### src/hw/rtl/lsst_pkg.sv
// Shared types, constants and helpers for the line sensor scan block.
package lsst_pkg;

  localparam int NUM_POS   = 8;
  localparam int LEVEL_W   = 12;
  localparam int SAMPLE_W  = 12;
  localparam int SUM_W     = 16;
  localparam int SCNT_W    = 4;
  localparam int POS_W     = 3;
  localparam int COUNT_W   = 4;
  localparam int APB_ADDR_W = 5;
  localparam int APB_DATA_W = 32;

  // fixed-point reciprocal shift, exact for 16-bit sums and divisors up to 16
  localparam int RECIP_SHIFT = 21;

  localparam int DEF_SENSORS       = 8;
  localparam int DEF_SAMPLES       = 8;
  localparam int DEF_LINE_IS_DARK  = 1;
  localparam int DEF_REVERSE_ORDER = 0;

  typedef logic [NUM_POS-1:0][LEVEL_W-1:0] level_vec_t;

  // one event handed from the accumulator to the finish stage
  typedef struct packed {
    logic             fail;
    logic             last;
    logic [POS_W-1:0] pos;
    logic [SUM_W-1:0] sum;
  } lsst_event_t;

  function automatic logic [COUNT_W-1:0] pop_count(input logic [NUM_POS-1:0] m);
    logic [COUNT_W-1:0] n;
    n = '0;
    for (int i = 0; i < NUM_POS; i++) begin
      n = n + COUNT_W'(m[i]);
    end
    return n;
  endfunction

endpackage

### src/hw/rtl/lsst_regs.sv
// APB threshold register file.
module lsst_regs
  import lsst_pkg::*;
(
  input  logic                  clk,
  input  logic                  rst_n,
  input  logic                  cfg_psel,
  input  logic                  cfg_penable,
  input  logic                  cfg_pwrite,
  input  logic [APB_ADDR_W-1:0] cfg_paddr,
  input  logic [APB_DATA_W-1:0] cfg_pwdata,
  output logic [APB_DATA_W-1:0] cfg_prdata,
  output logic                  cfg_pready,
  output level_vec_t            thr
);

  level_vec_t       thr_r;
  level_vec_t       thr_nxt;
  logic [POS_W-1:0] reg_idx;
  logic             wr_en;

  assign reg_idx    = cfg_paddr[APB_ADDR_W-1:2];
  assign wr_en      = cfg_psel && cfg_penable && cfg_pwrite;
  assign cfg_pready = 1'b1;
  assign cfg_prdata = {{(APB_DATA_W-LEVEL_W){1'b0}}, thr_r[reg_idx]};
  assign thr        = thr_r;

  always_comb begin
    thr_nxt = thr_r;
    if (wr_en) begin
      thr_nxt[reg_idx] = cfg_pwdata[LEVEL_W-1:0];
    end
  end

  always_ff @(posedge clk) begin
    if (!rst_n) begin
      thr_r <= '0;
    end else begin
      thr_r <= thr_nxt;
    end
  end

endmodule

### src/hw/rtl/lsst_accum.sv
// Sample accumulator and channel sequencer; emits one event per finished channel or failure.
module lsst_accum
  import lsst_pkg::*;
#(
  parameter int SENSORS       = DEF_SENSORS,
  parameter int SAMPLES       = DEF_SAMPLES,
  parameter int REVERSE_ORDER = DEF_REVERSE_ORDER
) (
  input  logic                clk,
  input  logic                rst_n,
  input  logic                in_valid,
  output logic                in_ready,
  input  logic [SAMPLE_W-1:0] in_adc_sample,
  input  logic                in_conversion_failed,
  output logic                ev_valid,
  input  logic                ev_ready,
  output lsst_event_t         ev
);

  localparam logic [SCNT_W-1:0] LAST_SAMPLE = SCNT_W'(SAMPLES - 1);
  localparam logic [POS_W-1:0]  LAST_CH     = POS_W'(SENSORS - 1);

  logic [POS_W-1:0]  ch_r, ch_nxt;
  logic [SCNT_W-1:0] scnt_r, scnt_nxt;
  logic [SUM_W-1:0]  sum_r, sum_nxt;
  logic              ev_valid_r, ev_valid_nxt;
  lsst_event_t       ev_r, ev_nxt;

  logic              accept;
  logic [SUM_W-1:0]  sum_add;
  logic [POS_W-1:0]  pos;

  assign in_ready = !ev_valid_r || ev_ready;
  assign accept   = in_valid && in_ready;
  assign sum_add  = sum_r + {{(SUM_W-SAMPLE_W){1'b0}}, in_adc_sample};
  assign pos      = (REVERSE_ORDER != 0) ? (LAST_CH - ch_r) : ch_r;
  assign ev_valid = ev_valid_r;
  assign ev       = ev_r;

  always_comb begin
    ch_nxt       = ch_r;
    scnt_nxt     = scnt_r;
    sum_nxt      = sum_r;
    ev_valid_nxt = ev_valid_r && !ev_ready;
    ev_nxt       = ev_r;
    if (accept) begin
      priority if (in_conversion_failed) begin
        ch_nxt       = '0;
        scnt_nxt     = '0;
        sum_nxt      = '0;
        ev_valid_nxt = 1'b1;
        ev_nxt       = '{fail: 1'b1, last: 1'b0, pos: '0, sum: '0};
      end else if (scnt_r == LAST_SAMPLE) begin
        scnt_nxt     = '0;
        sum_nxt      = '0;
        ch_nxt       = (ch_r == LAST_CH) ? '0 : ch_r + 1'b1;
        ev_valid_nxt = 1'b1;
        ev_nxt       = '{fail: 1'b0, last: (ch_r == LAST_CH), pos: pos, sum: sum_add};
      end else begin
        scnt_nxt = scnt_r + 1'b1;
        sum_nxt  = sum_add;
      end
    end
  end

  always_ff @(posedge clk) begin
    if (!rst_n) begin
      ch_r       <= '0;
      scnt_r     <= '0;
      sum_r      <= '0;
      ev_valid_r <= 1'b0;
    end else begin
      ch_r       <= ch_nxt;
      scnt_r     <= scnt_nxt;
      sum_r      <= sum_nxt;
      ev_valid_r <= ev_valid_nxt;
    end
  end

  always_ff @(posedge clk) begin
    ev_r <= ev_nxt;
  end

endmodule

### src/hw/rtl/lsst_finish.sv
// Averaging, threshold compare, level store, line mask and result register.
module lsst_finish
  import lsst_pkg::*;
#(
  parameter int SAMPLES      = DEF_SAMPLES,
  parameter int LINE_IS_DARK = DEF_LINE_IS_DARK
) (
  input  logic               clk,
  input  logic               rst_n,
  input  logic               ev_valid,
  output logic               ev_ready,
  input  lsst_event_t        ev,
  input  level_vec_t         thr,
  output logic               out_valid,
  input  logic               out_ready,
  output level_vec_t         out_levels,
  output logic [NUM_POS-1:0] out_mask,
  output logic [COUNT_W-1:0] out_count,
  output logic               out_ok
);

  // sum / SAMPLES as sum * ceil(2^S / SAMPLES) >> S
  localparam int                   RECIP_INT = ((1 << RECIP_SHIFT) + SAMPLES - 1) / SAMPLES;
  localparam logic [RECIP_SHIFT:0] RECIP     = RECIP_INT[RECIP_SHIFT:0];

  level_vec_t         store_r, store_nxt;
  logic [NUM_POS-1:0] mask_r, mask_nxt;
  logic               out_valid_r, out_valid_nxt;
  level_vec_t         out_levels_r, out_levels_nxt;
  logic [NUM_POS-1:0] out_mask_r, out_mask_nxt;
  logic [COUNT_W-1:0] out_count_r, out_count_nxt;
  logic               out_ok_r, out_ok_nxt;

  logic [SUM_W+RECIP_SHIFT:0] prod;
  logic [LEVEL_W-1:0]         level_new;
  logic [LEVEL_W-1:0]         thr_sel;
  logic                       hit;
  level_vec_t                 levels_upd;
  logic [NUM_POS-1:0]         mask_upd;
  logic                       needs_out;
  logic                       go;

  assign prod      = {{(RECIP_SHIFT+1){1'b0}}, ev.sum} * {{SUM_W{1'b0}}, RECIP};
  assign level_new = prod[RECIP_SHIFT +: LEVEL_W];
  assign thr_sel   = thr[ev.pos];
  assign hit       = (LINE_IS_DARK != 0) ? (level_new < thr_sel) : (level_new > thr_sel);
  assign mask_upd  = mask_r | (NUM_POS'(hit) << ev.pos);

  always_comb begin
    levels_upd         = store_r;
    levels_upd[ev.pos] = level_new;
  end

  assign needs_out = ev.fail || ev.last;
  assign ev_ready  = !needs_out || !out_valid_r || out_ready;
  assign go        = ev_valid && ev_ready;

  always_comb begin
    store_nxt      = store_r;
    mask_nxt       = mask_r;
    out_valid_nxt  = out_valid_r && !out_ready;
    out_levels_nxt = out_levels_r;
    out_mask_nxt   = out_mask_r;
    out_count_nxt  = out_count_r;
    out_ok_nxt     = out_ok_r;
    if (go) begin
      priority if (ev.fail) begin
        // aborted frame: report levels as stored, no line
        mask_nxt       = '0;
        out_valid_nxt  = 1'b1;
        out_levels_nxt = store_r;
        out_mask_nxt   = '0;
        out_count_nxt  = '0;
        out_ok_nxt     = 1'b0;
      end else if (ev.last) begin
        store_nxt      = levels_upd;
        mask_nxt       = '0;
        out_valid_nxt  = 1'b1;
        out_levels_nxt = levels_upd;
        out_mask_nxt   = mask_upd;
        out_count_nxt  = pop_count(mask_upd);
        out_ok_nxt     = 1'b1;
      end else begin
        store_nxt = levels_upd;
        mask_nxt  = mask_upd;
      end
    end
  end

  always_ff @(posedge clk) begin
    if (!rst_n) begin
      store_r     <= '0;
      mask_r      <= '0;
      out_valid_r <= 1'b0;
    end else begin
      store_r     <= store_nxt;
      mask_r      <= mask_nxt;
      out_valid_r <= out_valid_nxt;
    end
  end

  always_ff @(posedge clk) begin
    out_levels_r <= out_levels_nxt;
    out_mask_r   <= out_mask_nxt;
    out_count_r  <= out_count_nxt;
    out_ok_r     <= out_ok_nxt;
  end

  assign out_valid  = out_valid_r;
  assign out_levels = out_levels_r;
  assign out_mask   = out_mask_r;
  assign out_count  = out_count_r;
  assign out_ok     = out_ok_r;

endmodule

### src/hw/rtl/line_sensor_scan_threshold.sv
// Line sensor scan: per-channel averaging, thresholding and line bitmap.
// Result path: the frame's last request is registered as an event, which then loads the result register.
// Throughput: one request per cycle; in_ready drops only while a result waits and the
// next event would produce another one.
// Reset: rst_n synchronous, active low; clears counters, sum, levels, mask and thresholds.
module line_sensor_scan_threshold
  import lsst_pkg::*;
#(
  parameter int SENSORS       = DEF_SENSORS,
  parameter int SAMPLES       = DEF_SAMPLES,
  parameter int LINE_IS_DARK  = DEF_LINE_IS_DARK,
  parameter int REVERSE_ORDER = DEF_REVERSE_ORDER
) (
  input  logic                  clk,
  input  logic                  rst_n,
  input  logic                  in_valid,
  output logic                  in_ready,
  input  logic [SAMPLE_W-1:0]   in_adc_sample,
  input  logic                  in_conversion_failed,
  output logic                  out_valid,
  input  logic                  out_ready,
  output logic [LEVEL_W-1:0]    out_level_0,
  output logic [LEVEL_W-1:0]    out_level_1,
  output logic [LEVEL_W-1:0]    out_level_2,
  output logic [LEVEL_W-1:0]    out_level_3,
  output logic [LEVEL_W-1:0]    out_level_4,
  output logic [LEVEL_W-1:0]    out_level_5,
  output logic [LEVEL_W-1:0]    out_level_6,
  output logic [LEVEL_W-1:0]    out_level_7,
  output logic [NUM_POS-1:0]    out_line_mask,
  output logic [COUNT_W-1:0]    out_line_count,
  output logic                  out_frame_ok,
  input  logic                  cfg_psel,
  input  logic                  cfg_penable,
  input  logic                  cfg_pwrite,
  input  logic [APB_ADDR_W-1:0] cfg_paddr,
  input  logic [APB_DATA_W-1:0] cfg_pwdata,
  output logic [APB_DATA_W-1:0] cfg_prdata,
  output logic                  cfg_pready
);

  level_vec_t  thr;
  level_vec_t  levels;
  logic        ev_valid;
  logic        ev_ready;
  lsst_event_t ev;

  lsst_regs u_regs (
    .clk         (clk),
    .rst_n       (rst_n),
    .cfg_psel    (cfg_psel),
    .cfg_penable (cfg_penable),
    .cfg_pwrite  (cfg_pwrite),
    .cfg_paddr   (cfg_paddr),
    .cfg_pwdata  (cfg_pwdata),
    .cfg_prdata  (cfg_prdata),
    .cfg_pready  (cfg_pready),
    .thr         (thr)
  );

  lsst_accum #(
    .SENSORS       (SENSORS),
    .SAMPLES       (SAMPLES),
    .REVERSE_ORDER (REVERSE_ORDER)
  ) u_accum (
    .clk                  (clk),
    .rst_n                (rst_n),
    .in_valid             (in_valid),
    .in_ready             (in_ready),
    .in_adc_sample        (in_adc_sample),
    .in_conversion_failed (in_conversion_failed),
    .ev_valid             (ev_valid),
    .ev_ready             (ev_ready),
    .ev                   (ev)
  );

  lsst_finish #(
    .SAMPLES      (SAMPLES),
    .LINE_IS_DARK (LINE_IS_DARK)
  ) u_finish (
    .clk        (clk),
    .rst_n      (rst_n),
    .ev_valid   (ev_valid),
    .ev_ready   (ev_ready),
    .ev         (ev),
    .thr        (thr),
    .out_valid  (out_valid),
    .out_ready  (out_ready),
    .out_levels (levels),
    .out_mask   (out_line_mask),
    .out_count  (out_line_count),
    .out_ok     (out_frame_ok)
  );

  assign out_level_0 = levels[0];
  assign out_level_1 = levels[1];
  assign out_level_2 = levels[2];
  assign out_level_3 = levels[3];
  assign out_level_4 = levels[4];
  assign out_level_5 = levels[5];
  assign out_level_6 = levels[6];
  assign out_level_7 = levels[7];

endmodule

### config.mk
export PLATFORM = sky130hd
export DESIGN_NAME = line_sensor_scan_threshold
export DESIGN_NICKNAME = d
export VERILOG_FILES = /design/src/hw/rtl/lsst_pkg.sv /design/src/hw/rtl/lsst_regs.sv /design/src/hw/rtl/lsst_accum.sv /design/src/hw/rtl/lsst_finish.sv /design/src/hw/rtl/line_sensor_scan_threshold.sv
export SDC_FILE = /design/constraint.sdc
export NUM_CORES = 1
export LEC_CHECK = 0
export BUFFER_PORTS_ARGS = -buffer_cell sky130_fd_sc_hd__buf_2
export CORE_ASPECT_RATIO = 1.75
export CORE_MARGIN = 5
export CORE_UTILIZATION = 60
export CTS_BUF_LIST = sky130_fd_sc_hd__clkbuf_4 sky130_fd_sc_hd__clkbuf_8
export DETAILED_ROUTE_END_ITERATION = 8
export MAX_ROUTING_LAYER = met4
export PLACE_DENSITY = 0.94
export SYNTH_ARGS = -nofsm -noshare
export SYNTH_HDL_FRONTEND = slang
export SYNTH_SLANG_ARGS = --single-unit
### constraint.sdc
create_clock -name clk -period 9.47 [get_ports clk]
set_input_delay 1.4205 -clock clk [delete_from_list [all_inputs] [get_ports clk]]
set_output_delay 1.4205 -clock clk [all_outputs]
set_load 0.1 [all_outputs]
==> results.ini, run 1 <==
[outcome]
outcome = complete, no violations

[floorplanning]
fp.coreArea_mm2 = 0.0271
ioPinCount = 201
dieHeight_um = 229
initial_utilization = 0.604
row_count = 80
die_w_um = 135
die_area_mm2 = 0.0309

[power_and_ir_drop]
p_clk_frac = 0.389
switching_share = 0.261
p_int_mw = 2.32
p_sw_uw = 819
p_leak_nw = 6.86
ir_drop_mv = 0.0918
p_per_area_mw_per_mm2 = 172
pwr-share-comb = 0.103
seqPwrFrac = 0.508

[hold_path]
min_path_type = reg -> reg

[drt]
wl_per_cell_um = 20.7
drc = 0
ant_nets = 0
vias_per_cell = 6.25
drt_iter0_markers = 1295
first_pass_iters = 6
num_vias = 12896
wl_um = 42800

[critical_path]
path_class = reg -> reg
critPathRequiredTime_ns = 9.80
cp-start-kind = flip-flop
cp_max_fo = 23
path_cells = buf_4, inv_1, nor2_1, a221oi_1, a21oi_1, nor2_1, ha_1, a21o_1, a211oi_1, a21oi_4, nor2_4, a21o_1, ha_1, inv_1, fa_1, fa_1, inv_1, fa_1, inv_1, fa_1, xor2_1, nor2_1
endpoint_kind = flip-flop
critPathSlowestCell = inv_1
cp_slowest_stage_delay_ns = 0.56
worst_ep_arrival_time_ns = 6.38

[clock_tree]
clkSinkCount = 350
cts_tree = done
clockBufferDepth = 3
insertion_delay_ns = 0.59
htreeDepth = 2
cts.hold.buffers_added = 0
cts_resized = 0
cts_root_buffer = clkbuf_8
clk_pin_slew_ns = 0.07
postCtsSetupRepairBufs = 0
numCtsBuffers = 45

[global_routing]
grt_overflow = 0
track_usage = 0.279
grt_pass1_wl_um = 67600
grt_start_max_net_pins = 110
antenna_found_initial = 3
grt_pass1_vias = 13065

[final_layout]
final_nets = 1748
final_cell_mix = nand2_1 (226), dfxtp_1 (224), buf_2 (157)
area_growth_pct = 11.4
final_common_cell = nand2_1
design_area_mm2 = 0.0183
drive_gt1_frac = 0.245

[sta]
max_slew_margin = 0.163
setup_tns_ns = 0
hold_viol = 0
fin_worst_skew_ns = 0.0311
rsz0062_at_grt = false
tightestPinTransition_ns = 1.25
period_share = 0.640
setup_viol = 0
max_freq_mhz = 165
maxSlewViolCount = 0
period_needed_ns = 6.06

[logic_synthesis]
synth_warnings = 0
synth-main-ff-cell = dfxtp_1
synth_cell_types = 70
synth_area_per_cell_um2 = 10.6
ys_ff_latch = 350
synthesis.area_mm2 = 0.0164
async_flop_share = 0
ys_seq_area_frac = 0.504
synth_cells = 1550
synth_top_cell_area_share = 0.274
yosys.area.top_type = dfxtp_1
synthTopCellsByArea = dfxtp_1 (27%), edfxtp_1 (23%), mux2_2 (7.4%)
synth-edff-count = 126

[run]
maxCapViolCount = 0

[place]
place_area_mm2 = 0.0172
dpl.hpwl_um = 27500
place.port_buffers = 157
gp_congestion = 0.915

## final timing paths
kind	startpoint	to	slack, ns	cells after the start
setup reg to reg	u_accum.ev[17]	u_finish.out_count[2]	3.41	22
setup / recovery	u_accum.ev[17]	u_finish.out_count[2]	3.41	22
hold / removal	u_finish.store_r[17]	u_finish.store_r[17]	0.46	2
hold reg to reg	u_finish.store_r[17]	u_finish.store_r[17]	0.46	2
## cell type report
type	instances	area, µm²
Clock inverter	17	183
Antenna cell	4	10.0
Fill cell	1843	8870
Sequential cell	350	8270
Timing Repair Buffer	181	966
Multi-Input combinational cell	1061	7480
Clock buffer	65	820
Tap cell	369	462
Inverter	18	67.6
## state kept, by name, summed over array words and instances, names as in the netlist, 3 cells and up
name,cells
u_finish.store_r,96
u_accum.ev,17
u_finish.out_levels,96
u_finish.mask_r,8
u_regs.thr,96
u_accum.scnt_r,4
u_finish.out_mask,8
u_finish.out_count,4
u_accum.ch_r,3
u_accum.sum_r,15
## cells in the mapped netlist, types with 9 or more instances
cell      instances
nand3_1          65
nor2_1           76
nand2_1         226
buf_4            33
edfxtp_1        126
a21boi_0         50
dfxtp_1         224
clkbuf_1         74
a221oi_1         14
nor2b_1          78
nor3_1           12
mux2_2          107
buf_2            29
mux4_2           20
mux2i_1         103
o21ai_0          22
ha_1             29
a21oi_1          95
a21o_1           12
o21a_1           11
a22oi_1           9
inv_1            17
## power groups by stage
stage,clock [mW],combinational [mW],sequential (mW)
detailed placement,0,0.314,1.62
floorplan,0,0.187,1.70
CTS,1.22,0.318,1.59
global placement,0,0.307,1.62
global route,1.29,0.338,1.59
finish,1.22,0.323,1.59
## cells by family (layout without fill, tap and decap cells)
kind of cell | after synthesis | after routing | share of synthesized area
other | 2 | 25 | 0.000458
buffers and inverters | 158 | 281 | 0.0473
XOR/XNOR | 9 | 9 | 0.00481
AND/OR/NAND/NOR | 499 | 499 | 0.140
flip-flops | 350 | 350 | 0.504
adder cells (fa/ha/maj) | 34 | 34 | 0.0282
multiplexers | 231 | 231 | 0.165
AO/OA/AOI/OAI | 267 | 267 | 0.110
## worst max-delay path: cells and delay by family, from the launching register on
| kind | cells | cell delay [ns] |
|---|---|---|
| AOI/OAI and AO/OA | 6 | 1.31 |
| adders and majority gates | 6 | 2.06 |
| and+or+nand+nor | 4 | 0.88 |
| DFF | 1 | 0.37 |
| xor gates and xnor gates | 1 | 0.16 |
| buffers and inverters | 5 | 1.02 |
## stage by stage
| step | total power [mW] | hold slack [ns] | setup WS, ns | util | std cells |
|---|---|---|---|---|---|
| floorplan | 1.88 | 0.429 | 2.40 | - | 1569 |
| global placement | 1.93 | 0.438 | 3.70 | 0.636 | 1979 |
| detailed placement | 1.94 | 0.447 | 3.52 | 0.636 | 1979 |
| CTS | 3.13 | 0.458 | 3.44 | 0.672 | 2061 |
| global route | 3.22 | 0.478 | 3.10 | 0.673 | 2064 |
| finish | 3.13 | 0.461 | 3.41 | 0.673 | 2065 |
## routing by layer
| metal | part of all wire | GRT usage | wire length (µm) |
|---|---|---|---|
| met1 | 0.35 | 0.298 | 14800 |
| met2 | 0.51 | 0.478 | 21900 |
| met3 | 0.070 | 0.0436 | 3000 |
| met4 | 0.073 | 0.174 | 3110 |
| met5 | 0 | - | 0 |
(Power assumes the default switching activity.)
==> run 2, diff against run 1 <==
==> constraint.sdc (replaced) <==
create_clock -name clk -period 5.64 [get_ports clk]
set_input_delay 0.846 -clock clk [delete_from_list [all_inputs] [get_ports clk]]
set_output_delay 0.846 -clock clk [all_outputs]
set_load 0.1 [all_outputs]
==> run 2 against run 1 <==
Against the previous run: non-clock buffer count grew 17; combinational power rose by 72%; maximum frequency up 12%; clock skew is 0.0074 ns lower; global-route usage fell by 0.30 points; routed wire length is 0.77% lower; flip-flop and latch count is the same; power grew 63%; sequential share of layout area down 0.15 points; die area unchanged; cell count rose by 0.97%; largest cell class unchanged; highest routed layer unchanged.
==> results.ini, run 2 (synthesis gave the netlist of run 1 again) <==
[global_routing]
antenna_found_initial = 5  ; was 3
grt_start_max_net_pins = 111  ; was 110
grt_overflow = 0  ; unchanged
track_usage = 0.276  ; was 0.279
grt_pass1_vias = 12871  ; was 13065
grt_pass1_wl_um = 66400  ; was 67600 µm

[power_and_ir_drop]
seqPwrFrac = 0.522  ; was 0.508
switching_share = 0.266  ; was 0.261
ir_drop_mv = 0.140  ; was 0.0918 mV
p_per_area_mw_per_mm2 = 279  ; was 172 mW/mm²
p_leak_nw = 6.90  ; was 6.86 nW
p_int_mw = 3.75  ; was 2.32 mW
p_clk_frac = 0.369  ; was 0.389
pwr-share-comb = 0.108  ; was 0.103
p_sw_mw = 1.36  ; was 819 µW

[sta]
tightestPinTransition_ns = 1.22  ; was 1.25 ns
rsz0062_at_grt = false  ; unchanged
fin_worst_skew_ns = 0.0237  ; was 0.0311 ns
period_share = 0.955  ; was 0.640
setup_viol = 0  ; unchanged
maxSlewViolCount = 0  ; unchanged
hold_viol = 0  ; unchanged
max_slew_margin = 0.181  ; was 0.163
setup_slack_ns = 0.253  ; was 3.41 ns
setup_tns_ns = 0  ; unchanged
max_freq_mhz = 186  ; was 165 MHz
period_needed_ns = 5.39  ; was 6.06 ns

[floorplanning]
dieHeight_um = 229  ; unchanged
ioPinCount = 201  ; unchanged
initial_utilization = 0.604  ; unchanged
fp.coreArea_mm2 = 0.0271  ; unchanged
row_count = 80  ; unchanged
die_area_mm2 = 0.0309  ; unchanged
die_w_um = 135  ; unchanged

[critical_path]
critPathRequiredTime_ns = 5.95  ; was 9.80 ns
path_class = reg -> reg  ; unchanged
endpoint_kind = flip-flop  ; unchanged
cp_max_fo = 15  ; was 23
worst_ep_arrival_time_ns = 5.69  ; was 6.38 ns
cp-start-kind = flip-flop  ; unchanged

[drt]
wl_um = 42400  ; was 42800 µm
drt_iter0_markers = 1472  ; was 1295
wl_per_cell_um = 20.4  ; was 20.7 µm
first_pass_iters = 8  ; was 6
num_vias = 12699  ; was 12896
ant_nets = 0  ; unchanged
drc = 0  ; unchanged
vias_per_cell = 6.09  ; was 6.25

[place]
place_area_mm2 = 0.0173  ; was 0.0172 mm²
dpl.hpwl_um = 28300  ; was 27500 µm
place.port_buffers = 157  ; unchanged
pre_cts_slack_ns = 0.294  ; was 3.52 ns
gp_congestion = 0.954  ; was 0.915

[final_layout]
design_area_mm2 = 0.0183  ; about the same
final_common_cell = nand2_1  ; unchanged
drive_gt1_frac = 0.252  ; was 0.245
nFillCells = 1898  ; was 1843
final_cell_mix = nand2_1 (226), dfxtp_1 (224), buf_2 (157)  ; unchanged
area_growth_pct = 11.7  ; was 11.4%
final_nets = 1766  ; was 1748

[clock_tree]
numCtsBuffers = 46  ; was 45
clk_pin_slew_ns = 0.07  ; about the same
clkSinkCount = 350  ; unchanged
cts_tree = done  ; unchanged
insertion_delay_ns = 0.58  ; was 0.59 ns
clockBufferDepth = 3  ; unchanged
htreeDepth = 2  ; unchanged
cts_root_buffer = clkbuf_8  ; unchanged

[run]
maxCapViolCount = 0  ; unchanged

[outcome]
outcome = complete, no violations  ; unchanged

[hold_path]
min_path_type = reg -> reg  ; unchanged

run 2: changes by cell type in the layout (fill, tap and decap cells not counted):
cell,change
buf_12,+1
buf_4,+16
clkinvlp_4,+1
clkinv_2,-5
diode_2,+1
bufinv_16,-4
clkbuf_4,+10
clkbuf_8,-2
clkinv_1,+2
run 2: layout make-up:
cell class | count | area, µm² | share of cell area
antenna | 5 | 12.5 | 0.000683
clock buffer | 73 | 867 | 0.0474
clock inverter | 11 | 52.6 | 0.00287
inverter | 18 | 67.6 | 0.00369
multi-input combinational | 1061 | 7480 | 0.408
sequential | 350 | 8270 | 0.452
tap | 369 | 462 | 0.0252
timing repair buffer | 198 | 1110 | 0.0604
run 2: metrics by stage:
step / hold WS, ns / power (mW) / instances / utilization
after floorplan: 0.429 / 3.16 / 1569 / -
after CTS: 0.456 / 5.11 / 2075 / 0.673
after detailed placement: 0.445 / 3.27 / 1991 / 0.639
after global routing: 0.478 / 5.27 / 2085 / 0.675
final: 0.454 / 5.11 / 2085 / 0.675
after global placement: 0.439 / 3.25 / 1991 / 0.639
run 2: final timing paths:
kind	cells after the start	start	slack [ns]	end
min	2	u_finish.store_r[26]	0.45	u_finish.store_r[26]
max	20	u_accum.ev[18]	0.25	u_finish.out_count[2]
min reg2reg	2	u_finish.store_r[26]	0.45	u_finish.store_r[26]
max reg2reg	20	u_accum.ev[18]	0.25	u_finish.out_count[2]
run 2: critical path, stage by stage, from the launching register on:
cell and delay [ns]:
edfxtp_1 0.59, buf_4 0.19, mux2_2 0.33, a221oi_1 0.32, o22a_1 0.21, ha_1 0.23, o21a_1 0.18, o21a_1 0.16
o21ai_0 0.28, a21oi_4 0.09, nor2_4 0.16, buf_4 0.23, a31oi_1 0.13, fa_1 0.53, fa_1 0.50, inv_1 0.06
fa_1 0.45, inv_1 0.09, fa_1 0.19, xor2_1 0.17, nor2_1 0.06
run 2: per-layer routing:
layer / vias up / global-route usage / routed length (µm)
met2: 778 / 0.473 / 22000
met4: 0 / 0.192 / 3110
met3: 221 / 0.0438 / 3180
met5: - / - / 0
li1: 5726 / - / -
met1: 5974 / 0.285 / 14200
run 2: timing repair:
action                                  in CTS  in global routing
hold buffers                                 0                  0
resized for setup                            0                  0
endpoints found under the setup margin       0                  2
buffers inserted                             0                  5
run 2: power groups by stage:
stage          clock, mW  combinational (mW)  sequential [mW]
6_report            1.89               0.554             2.67
5_1_grt             2.02               0.581             2.67
4_1_cts             1.90               0.545             2.67
3_5_place_dp           0               0.542             2.73
3_3_place_gp           0               0.531             2.72
2_1_floorplan          0               0.313             2.85
